<file path="src/sv/lph_pkg.sv">
// ----------------------------------------------------------------------------
// lph_pkg
// Shared types and constants for the linear-probing hash table.
// ----------------------------------------------------------------------------
package lph_pkg;

  localparam int TableSlots = 1024;
  localparam int SlotW      = $clog2(TableSlots);
  localparam int CountW     = 10;

  localparam logic [1:0] REQ_GET = 2'd0;
  localparam logic [1:0] REQ_PUT = 2'd1;
  localparam logic [1:0] REQ_DEL = 2'd2;
  localparam logic [1:0] REQ_NOP = 2'd3;

  localparam logic [1:0] ST_DONE = 2'd0;
  localparam logic [1:0] ST_MISS = 2'd1;
  localparam logic [1:0] ST_FULL = 2'd2;
  localparam logic [1:0] ST_ZERO = 2'd3;

  typedef struct packed {
    logic [1:0]         req_type;
    logic [31:0]        key_low;
    logic [31:0]        key_high;
    logic signed [63:0] value_in;
  } req_t;

  typedef struct packed {
    logic               hit;
    logic signed [63:0] value_out;
    logic [1:0]         status;
    logic [9:0]         entry_count;
    logic [31:0]        collision_count;
  } rsp_t;

  typedef enum logic [3:0] {
    S_CLEAR,
    S_IDLE,
    S_FIND,
    S_FIND_CHK,
    S_PLACE,
    S_PLACE_CHK,
    S_SCAN,
    S_SCAN_CHK,
    S_OUT
  } state_t;

  // memory port request from control to store
  typedef struct packed {
    logic             rd;
    logic [SlotW-1:0] raddr;
    logic             wr;
    logic [SlotW-1:0] waddr;
    logic [63:0]      wkey;
    logic [63:0]      wval;
    logic             wval_en;
  } mem_req_t;

endpackage

</file>
<file path="src/sv/lph_ctrl.sv">
// ----------------------------------------------------------------------------
// lph_ctrl
// Probe sequencer: lookup, insert, delete with cluster re-placement.
// ----------------------------------------------------------------------------
module lph_ctrl (
  input  logic               clk,
  input  logic               rst_n,
  input  logic               in_valid,
  output logic               in_ready,
  input  lph_pkg::req_t      in_data,
  output logic               out_valid,
  input  logic               out_ready,
  output lph_pkg::rsp_t      out_data,
  output lph_pkg::mem_req_t  mreq,
  input  logic [63:0]        rkey,
  input  logic [63:0]        rval
);

  localparam int SlotW = lph_pkg::SlotW;
  localparam logic [SlotW-1:0] SlotOne = SlotW'(1);
  localparam logic [lph_pkg::CountW-1:0] HalfLoad =
    lph_pkg::CountW'(lph_pkg::TableSlots / 2);

  lph_pkg::state_t state_r, state_nxt;

  logic [SlotW-1:0]  clr_r, clr_nxt;
  logic [1:0]        req_r, req_nxt;
  logic [63:0]       key_r, key_nxt;
  logic [63:0]       val_r, val_nxt;
  logic [SlotW-1:0]  pos_r, pos_nxt;
  logic [SlotW-1:0]  home_r, home_nxt;
  logic [SlotW-1:0]  scan_r, scan_nxt;
  logic [lph_pkg::CountW-1:0] cnt_r, cnt_nxt;
  logic [31:0]       col_r, col_nxt;
  lph_pkg::rsp_t     rsp_r, rsp_nxt;

  logic in_fire;
  logic [63:0] in_key;

  assign in_key  = {in_data.key_high, in_data.key_low};
  assign in_fire = in_valid && in_ready;

  always_ff @(posedge clk) begin
    if (!rst_n) begin
      state_r <= lph_pkg::S_CLEAR;
      clr_r   <= '0;
      cnt_r   <= '0;
      col_r   <= '0;
    end else begin
      state_r <= state_nxt;
      clr_r   <= clr_nxt;
      cnt_r   <= cnt_nxt;
      col_r   <= col_nxt;
    end
  end

  always_ff @(posedge clk) begin
    req_r  <= req_nxt;
    key_r  <= key_nxt;
    val_r  <= val_nxt;
    pos_r  <= pos_nxt;
    home_r <= home_nxt;
    scan_r <= scan_nxt;
    rsp_r  <= rsp_nxt;
  end

  // next state
  always_comb begin
    state_nxt = state_r;
    case (state_r)
      lph_pkg::S_CLEAR: begin
        if (clr_r == '1) state_nxt = lph_pkg::S_IDLE;
      end
      lph_pkg::S_IDLE: begin
        if (in_fire) begin
          if (in_data.req_type == lph_pkg::REQ_NOP || in_key == '0) state_nxt = lph_pkg::S_OUT;
          else state_nxt = lph_pkg::S_FIND_CHK;
        end
      end
      lph_pkg::S_FIND: state_nxt = lph_pkg::S_FIND_CHK;
      lph_pkg::S_FIND_CHK: begin
        if (rkey == key_r) begin
          state_nxt = (req_r == lph_pkg::REQ_DEL) ? lph_pkg::S_SCAN_CHK : lph_pkg::S_OUT;
        end else if (rkey == '0) begin
          state_nxt = lph_pkg::S_OUT;
        end else begin
          state_nxt = lph_pkg::S_FIND_CHK;
        end
      end
      lph_pkg::S_SCAN_CHK: begin
        // an entry sitting on its home slot re-reads it after the clear lands
        if (rkey == '0) state_nxt = lph_pkg::S_OUT;
        else if (rkey[SlotW-1:0] == scan_r) state_nxt = lph_pkg::S_PLACE;
        else state_nxt = lph_pkg::S_PLACE_CHK;
      end
      lph_pkg::S_PLACE_CHK: begin
        if (rkey == '0) state_nxt = lph_pkg::S_SCAN;
      end
      lph_pkg::S_SCAN: state_nxt = lph_pkg::S_SCAN_CHK;
      lph_pkg::S_PLACE: state_nxt = lph_pkg::S_PLACE_CHK;
      lph_pkg::S_OUT: begin
        if (out_ready) state_nxt = lph_pkg::S_IDLE;
      end
      default: state_nxt = lph_pkg::S_IDLE;
    endcase
  end

  // datapath and memory control
  always_comb begin
    clr_nxt  = clr_r;
    req_nxt  = req_r;
    key_nxt  = key_r;
    val_nxt  = val_r;
    pos_nxt  = pos_r;
    home_nxt = home_r;
    scan_nxt = scan_r;
    cnt_nxt  = cnt_r;
    col_nxt  = col_r;
    rsp_nxt  = rsp_r;
    mreq     = '0;
    case (state_r)
      lph_pkg::S_CLEAR: begin
        mreq.wr    = 1'b1;
        mreq.waddr = clr_r;
        mreq.wkey  = '0;
        clr_nxt    = clr_r + SlotOne;
      end
      lph_pkg::S_IDLE: begin
        req_nxt  = in_data.req_type;
        key_nxt  = in_key;
        val_nxt  = in_data.value_in;
        pos_nxt  = in_data.key_low[SlotW-1:0];
        home_nxt = in_data.key_low[SlotW-1:0];
        rsp_nxt  = '0;
        rsp_nxt.entry_count     = cnt_r;
        rsp_nxt.collision_count = col_r;
        if (in_data.req_type != lph_pkg::REQ_NOP && in_key == '0) begin
          rsp_nxt.status = lph_pkg::ST_ZERO;
        end
        mreq.rd    = in_fire;
        mreq.raddr = in_data.key_low[SlotW-1:0];
      end
      lph_pkg::S_FIND_CHK: begin
        if (rkey == key_r) begin
          rsp_nxt.hit = 1'b1;
          if (req_r == lph_pkg::REQ_GET) rsp_nxt.value_out = rval;
          else if (req_r == lph_pkg::REQ_PUT) begin
            mreq.wr = 1'b1; mreq.waddr = pos_r; mreq.wkey = key_r;
            mreq.wval = val_r; mreq.wval_en = 1'b1;
          end else begin
            mreq.wr = 1'b1; mreq.waddr = pos_r; mreq.wkey = '0;
            cnt_nxt = cnt_r - 1'b1;
            rsp_nxt.entry_count = cnt_r - 1'b1;
            scan_nxt   = pos_r + SlotOne;
            mreq.rd    = 1'b1;
            mreq.raddr = pos_r + SlotOne;
          end
        end else if (rkey == '0) begin
          if (req_r == lph_pkg::REQ_PUT) begin
            if (cnt_r >= HalfLoad) rsp_nxt.status = lph_pkg::ST_FULL;
            else begin
              mreq.wr = 1'b1; mreq.waddr = pos_r; mreq.wkey = key_r;
              mreq.wval = val_r; mreq.wval_en = 1'b1;
              cnt_nxt = cnt_r + 1'b1;
              rsp_nxt.entry_count = cnt_r + 1'b1;
              if (pos_r != home_r && col_r != '1) begin
                col_nxt = col_r + 1'b1;
                rsp_nxt.collision_count = col_r + 1'b1;
              end
            end
          end else begin
            rsp_nxt.status = lph_pkg::ST_MISS;
          end
        end else begin
          pos_nxt    = pos_r + SlotOne;
          mreq.rd    = 1'b1;
          mreq.raddr = pos_r + SlotOne;
        end
      end
      lph_pkg::S_SCAN_CHK: begin
        // rkey/rval hold the entry at scan_r
        if (rkey != '0) begin
          key_nxt  = rkey;
          val_nxt  = rval;
          home_nxt = rkey[SlotW-1:0];
          pos_nxt  = rkey[SlotW-1:0];
          mreq.wr = 1'b1; mreq.waddr = scan_r; mreq.wkey = '0;
          cnt_nxt = cnt_r - 1'b1;
          mreq.rd    = (rkey[SlotW-1:0] != scan_r);
          mreq.raddr = rkey[SlotW-1:0];
        end
      end
      lph_pkg::S_PLACE_CHK: begin
        if (rkey == '0) begin
          mreq.wr = 1'b1; mreq.waddr = pos_r; mreq.wkey = key_r;
          mreq.wval = val_r; mreq.wval_en = 1'b1;
          cnt_nxt = cnt_r + 1'b1;
          rsp_nxt.entry_count = cnt_r + 1'b1;
          if (pos_r != home_r && col_r != '1) begin
            col_nxt = col_r + 1'b1;
            rsp_nxt.collision_count = col_r + 1'b1;
          end
          scan_nxt = scan_r + SlotOne;
        end else begin
          pos_nxt    = pos_r + SlotOne;
          mreq.rd    = 1'b1;
          mreq.raddr = pos_r + SlotOne;
        end
      end
      lph_pkg::S_SCAN: begin
        mreq.rd    = 1'b1;
        mreq.raddr = scan_r;
      end
      lph_pkg::S_FIND: begin
        mreq.rd    = 1'b1;
        mreq.raddr = pos_r;
      end
      lph_pkg::S_PLACE: begin
        mreq.rd    = 1'b1;
        mreq.raddr = pos_r;
      end
      default: ;
    endcase
  end

  // outputs
  always_comb begin
    in_ready  = (state_r == lph_pkg::S_IDLE);
    out_valid = (state_r == lph_pkg::S_OUT);
    out_data  = rsp_r;
  end

  a_cnt_bound: assert property (@(posedge clk) disable iff (!rst_n)
    cnt_r <= HalfLoad) else $error("entry count over half load");
  a_col_sat: assert property (@(posedge clk) disable iff (!rst_n)
    $past(col_r) == '1 && state_r != lph_pkg::S_CLEAR |-> col_r == '1)
    else $error("collision count wrapped");
  a_no_in_busy: assert property (@(posedge clk) disable iff (!rst_n)
    out_valid |-> !in_ready) else $error("input taken while result pending");
  a_out_hold: assert property (@(posedge clk) disable iff (!rst_n)
    out_valid && !out_ready |=> out_valid && $stable(out_data))
    else $error("result dropped");

endmodule

</file>
<file path="config.mk">
export PLATFORM = sky130hd
export DESIGN_NAME = lph_ctrl
export DESIGN_NICKNAME = d
export VERILOG_FILES = /design/src/sv/lph_pkg.sv /design/src/sv/lph_ctrl.sv
export SDC_FILE = /design/constraint.sdc
export NUM_CORES = 1
export LEC_CHECK = 0
export BUFFER_PORTS_ARGS = -buffer_cell sky130_fd_sc_hd__buf_4
export CAP_MARGIN = 20
export CORE_AREA = 8 8 201 203
export CTS_CLUSTER_SIZE = 25
export DETAILED_ROUTE_END_ITERATION = 16
export DIE_AREA = 0 0 209 211
export GPL_TIMING_DRIVEN = 0
export PLACE_DENSITY = 0.77
export SETUP_SLACK_MARGIN = 0.3
export SLEW_MARGIN = 40
export SYNTH_ARGS = -nofsm -noshare
export SYNTH_HDL_FRONTEND = slang
export SYNTH_SLANG_ARGS = --single-unit
</file>
<file path="constraint.sdc">
create_clock -name clk -period 8.1 [get_ports clk]
set_clock_uncertainty 0.05 [all_clocks]
set_input_delay 0.405 -clock clk [delete_from_list [all_inputs] [get_ports clk]]
set_output_delay 0.405 -clock clk [all_outputs]
set_load 0.005 [all_outputs]
</file>
Word level (Yosys, flattened, before mapping) --
Index checks and enable logic that the tools add are counted.
Cells by class: add/subtract/negate cells 6, order comparisons 1, eq/ne operators 37, multiplexer cells 70, reduce and logical (&&, ||, !) cells 27
Operator list (count):
- 140-bit two-way mux | 4
- 151-bit two-way mux | 2
- 75-bit one-hot mux with 4 select lines | 1
- 32-bit two-way mux | 8
- 64-bit two-way mux | 4
- 64-bit one-hot mux with 2 select lines | 2
- 10-bit two-way mux | 16
- 67-bit one-hot mux with 2 select lines | 1
- 65-bit two-way mux | 2
- 65-bit one-hot mux with 2 select lines | 1
- 64-bit zero test | 2
- 42-bit two-way mux | 3
- 42-bit one-hot mux with 3 select lines | 1
- 86-bit two-way mux | 1
- 11-bit one-hot mux with 6 select lines | 1
- 64-bit == test | 1
- 32-bit one-hot mux with 2 select lines | 1
- 64-bit nonzero test | 1
- 44-bit two-way mux | 1
- 10-bit by 1-bit adder with 10-bit output, second input constant | 4
- 10-bit one-hot mux with 2 select lines | 2
- 10-bit one-hot mux with 4 select lines | 1
- 4-bit two-way mux | 9
- 4-bit one-hot mux with 9 select lines | 1
- other kinds (35) | 71
Word-level totals: bits in registers 325, output and inout port bits 262, word-level logic and storage cells 156

Longest topological paths before layout --
depth in word-level cells 8, depth in mapped cells 11, depth with buffers taken out 10

Least setup slack after synthesis --
Ideal clock, no wire load.
path kind register to register, start register state_r[2], end register key_r[0] (enable), data arrival time 7.182 ns, required time 7.391 ns, setup slack 0.208 ns, cell stages (with the launch flop) 6, path buffers 3, clock period less this slack 7.892 ns, cell sequence dfxtp_1 > clkbuf_1 > nand3_1 > clkbuf_1 > buf_1 > o22ai_1
On the way: cells in the longest elaborated chain, start to end 3, elaborated cells on any way between the ends 5, those cells by class eq/ne (3); reduce/logical (2)
RTL lines:
- from (decl) | RTL line lph_ctrl.sv:24 | lph_pkg::state_t state_r, state_nxt;
- from (signal assigned) | RTL line lph_ctrl.sv:45 | state_r <= lph_pkg::S_CLEAR;
- from (signal assigned) | RTL line lph_ctrl.sv:50 | state_r <= state_nxt;
- 4-bit by 3-bit == test with 1-bit output or 4-bit by 1-bit == test with 1-bit output (tied branches) | RTL line lph_ctrl.sv:121 | case (state_r)
- 2-bit inequality test (no line) or 2-bit nonzero test (tied branches)
- 2-bit AND reduction (no line) *
- to (signal assigned) | RTL line lph_ctrl.sv:59 | key_r <= key_nxt;
- to (decl) | RTL line lph_ctrl.sv:28 | logic [63:0] key_r, key_nxt;
Mark *: on every way between the ends. The rest lies on a longest branch, timed or not. A chain may end at the register's enable or synchronous reset.

==> run_results.csv <==
group,metric,value,unit
outcome,status,"completed",
layout,fin_area,0.0234,sq mm
critical_path,rrSetupSlack,4.01,ns
layout,final_core_util,63.1,%
critical_path,cp_max_fo,10,
critical_path,cpPeakStageDelay,0.66,ns
timing,setup_tns,0,ns
drt,vias,17500,
timing,rsz0062_at_grt,"false",
critical_path,endpoint_kind,"output port",
drt,routed_wl,75200,um
synth,ys_ff_latch,315,
die,core_area,0.0371,sq mm
synth,ys.flop_type,"edfxtp_1",
cts,clk_pin_slew_worst_paths,0.06,ns
placement,dpl.cell_count,2921,
layout,instances_no_fill,2996,
synth,ys_seq_area_share,50.8,%
die,die_width,209,um
synth,synthArstFlopShare,0,%
timing,worstMarginPinSlew,0.833,ns
critical_path,worstPathRequired,7.65,ns
cts,cts_resized,0,
timing,hold_violations,0,
synth,synthCells,1913,
min_path,whs_endpoint,"req_r[0]",
die,placementRows,71,
layout,mostFrequentLayoutCells,"buf_4 (523), nand2_1 (479), edfxtp_1 (259), and2_1 (199), clkbuf_1 (117)",
min_path,hold_start,"in_data[128]",
critical_path,cpLargestDelayFamily,"simple AND/OR/NAND/NOR gates",
timing,layout_setup_ws,2.90,ns
timing,fin_hold_ws,0.0296,ns
critical_path,rr_startpoint,"key_r[5]",
global_route,antenna_found_initial,9,
drt,wire_per_inst,25.1,um
cts,cts_tree,"done",
global_route,grt_pass1_vias,16700,
synth,synth_cell_types,61,
drt,first_pass_iters,6,
critical_path,cp_num_buf_inv,3,
min_path,holdPathStages,1,
placement,post_dp_cell_area,0.0223,sq mm
synth,avgSynthCellArea,9.16,sq um
cts,htreeDepth,2,
cts,insertion_delay,0.53,ns
min_path,min_path_type,"in -> reg",
placement,hpwl,59300,um
critical_path,regToRegEndpoint,"out_data[56]",
die,start_util,47.2,%
critical_path,reg2regPathDepth,10,
timing,slew_viol_final,0,
cts,cts_max_path_buffers,3,
power_and_ir_drop,ir_drop,0.000140,V
global_route,grt_pass1_wl,109000,um
synth,synth_fp_nets,2181,
cts,cts-hold-fix-buffers,0,
die,io_pins,524,
global_route,track_usage,32.3,%
cts,postCtsSetupBuffers,0,
run,maxCapViolations,0,
timing,fmax,192,MHz
power_and_ir_drop,p_per_area,175,mW/mm^2
layout,fill_cells,3146,
layout,layout.nets,2754,
global_route,grt_overflow_total,0,
critical_path,slowest_stage,"o21ai_0",
critical_path,crit_type,"reg -> out",
synth,synth_warnings,0,
synth,synth_area,0.0175,sq mm
layout,area_delta_synth_final,33.8,%
cts,clock_sinks,315,
die,dieArea,0.0441,sq mm
cts,cts_buffers,37,
placement,io_buffer_count,522,
synth,synth_edf_count,259,
drt,viasPerCell,5.85,
drt,first_iter_violations,2055,
placement,place_congestion,1.04,
timing,setup_violations,0,
drt,final_antenna_net_count,0,
critical_path,crit_chain,"xnor2_1, nand4_1, nor4_1, nand4_1, o21ai_0, clkbuf_1, clkbuf_1, and2_1, buf_4",
layout,drive_gt1_share,24.6,%
layout,final_common_cell,"buf_4",
power_and_ir_drop,leakagePower,9.67,nW
global_route,grt_max_degree,33,
die,fp.dieH,211,um
power_and_ir_drop,finalPower,4.09,mW
critical_path,critPathArrivalTime,4.74,ns
timing,finalCritPeriodShare,64.2,%
placement,pre_cts_ws,3.65,ns
timing,slew_headroom,44.0,%
cts,cts-root-buf,"clkbuf_16",
timing,fin_crit,5.20,ns
critical_path,worstSetupStartpointType,"flip-flop",
drt,drc,0,
==> layer usage <==
metal	GRT usage, %	part of all wire [%]	routed length, um
met1	39.9	37	27700
met2	55.1	49	36700
met3	6.39	9.9	7480
met4	13.2	4.3	3260
met5	0	0.011	8
==> cells in the mapped netlist (15+ instances only) <==
library cell	number	area [sq um]
mux2i_1	15	150
nand4_1	40	250
nor2_1	101	379
edfxtp_1	259	7780
and3_1	22	138
xnor2_1	100	876
nor3_1	25	125
clkbuf_1	110	413
o211ai_1	16	120
nor4_1	47	294
xor2_1	36	315
dfxtp_1	56	1120
nand3_1	35	175
a21oi_1	88	440
and2_1	199	1240
nand2_1	479	1800
o21ai_0	65	325
inv_1	27	101
==> cell type report <==
cell class,count,area [sq um],area share (%)
multi-input cells,1441,8040,34.3
well taps,474,593,2.53
repair buffers,534,4130,17.6
plain buffers,130,510,2.18
clock inverters,19,149,0.635
clock buffers,48,987,4.21
diodes,8,20.0,0.0854
flip-flops and latches,315,8900,38.0
inverters,27,101,0.432
==> logic make-up (layout without fill, tap and decap cells) <==
kind of cell | after synthesis | after routing | synth area share (%)
other | 0 | 8 | 0
XOR/XNOR | 136 | 136 | 6.80
multiplexers | 16 | 16 | 0.922
AO/OA/AOI/OAI | 289 | 289 | 10.5
AND/OR/NAND/NOR | 994 | 994 | 27.1
flip-flops | 315 | 315 | 50.8
adder cells (fa/ha/maj) | 6 | 6 | 0.429
buffers and inverters | 157 | 758 | 3.47
==> sequential cells by signal (all words and copies together) (netlist names) <==
name	cells
clr_r	10
cnt_r	10
col_r	32
key_r	64
out_data	109
pos_r	10
req_r	2
scan_r	10
state_r	4
val_r	64
==> where the power goes <==
group / switching [mW] / internal (mW) / total, mW
combinational: 0.288 / 0.244 / 0.532
clock: 0.691 / 0.927 / 1.62
sequential: 0.0546 / 1.89 / 1.94
total: 1.03 / 3.06 / 4.09
==> worst max path at each step <==
stage,start,endpoint,slack (ns),cells after the start
6_report,key_r[5],mreq[128],2.90,9
3_5_place_dp,rkey[5],mreq[128],3.65,10
4_1_cts,key_r[5],mreq[128],3.19,9
3_3_place_gp,state_r[2],val_r[50],0.31,5
5_1_grt,key_r[5],mreq[128],2.83,9
2_1_floorplan,state_r[2],key_r[0],2.96,5
No activity file was read; power rests on OpenSTA's default activity.
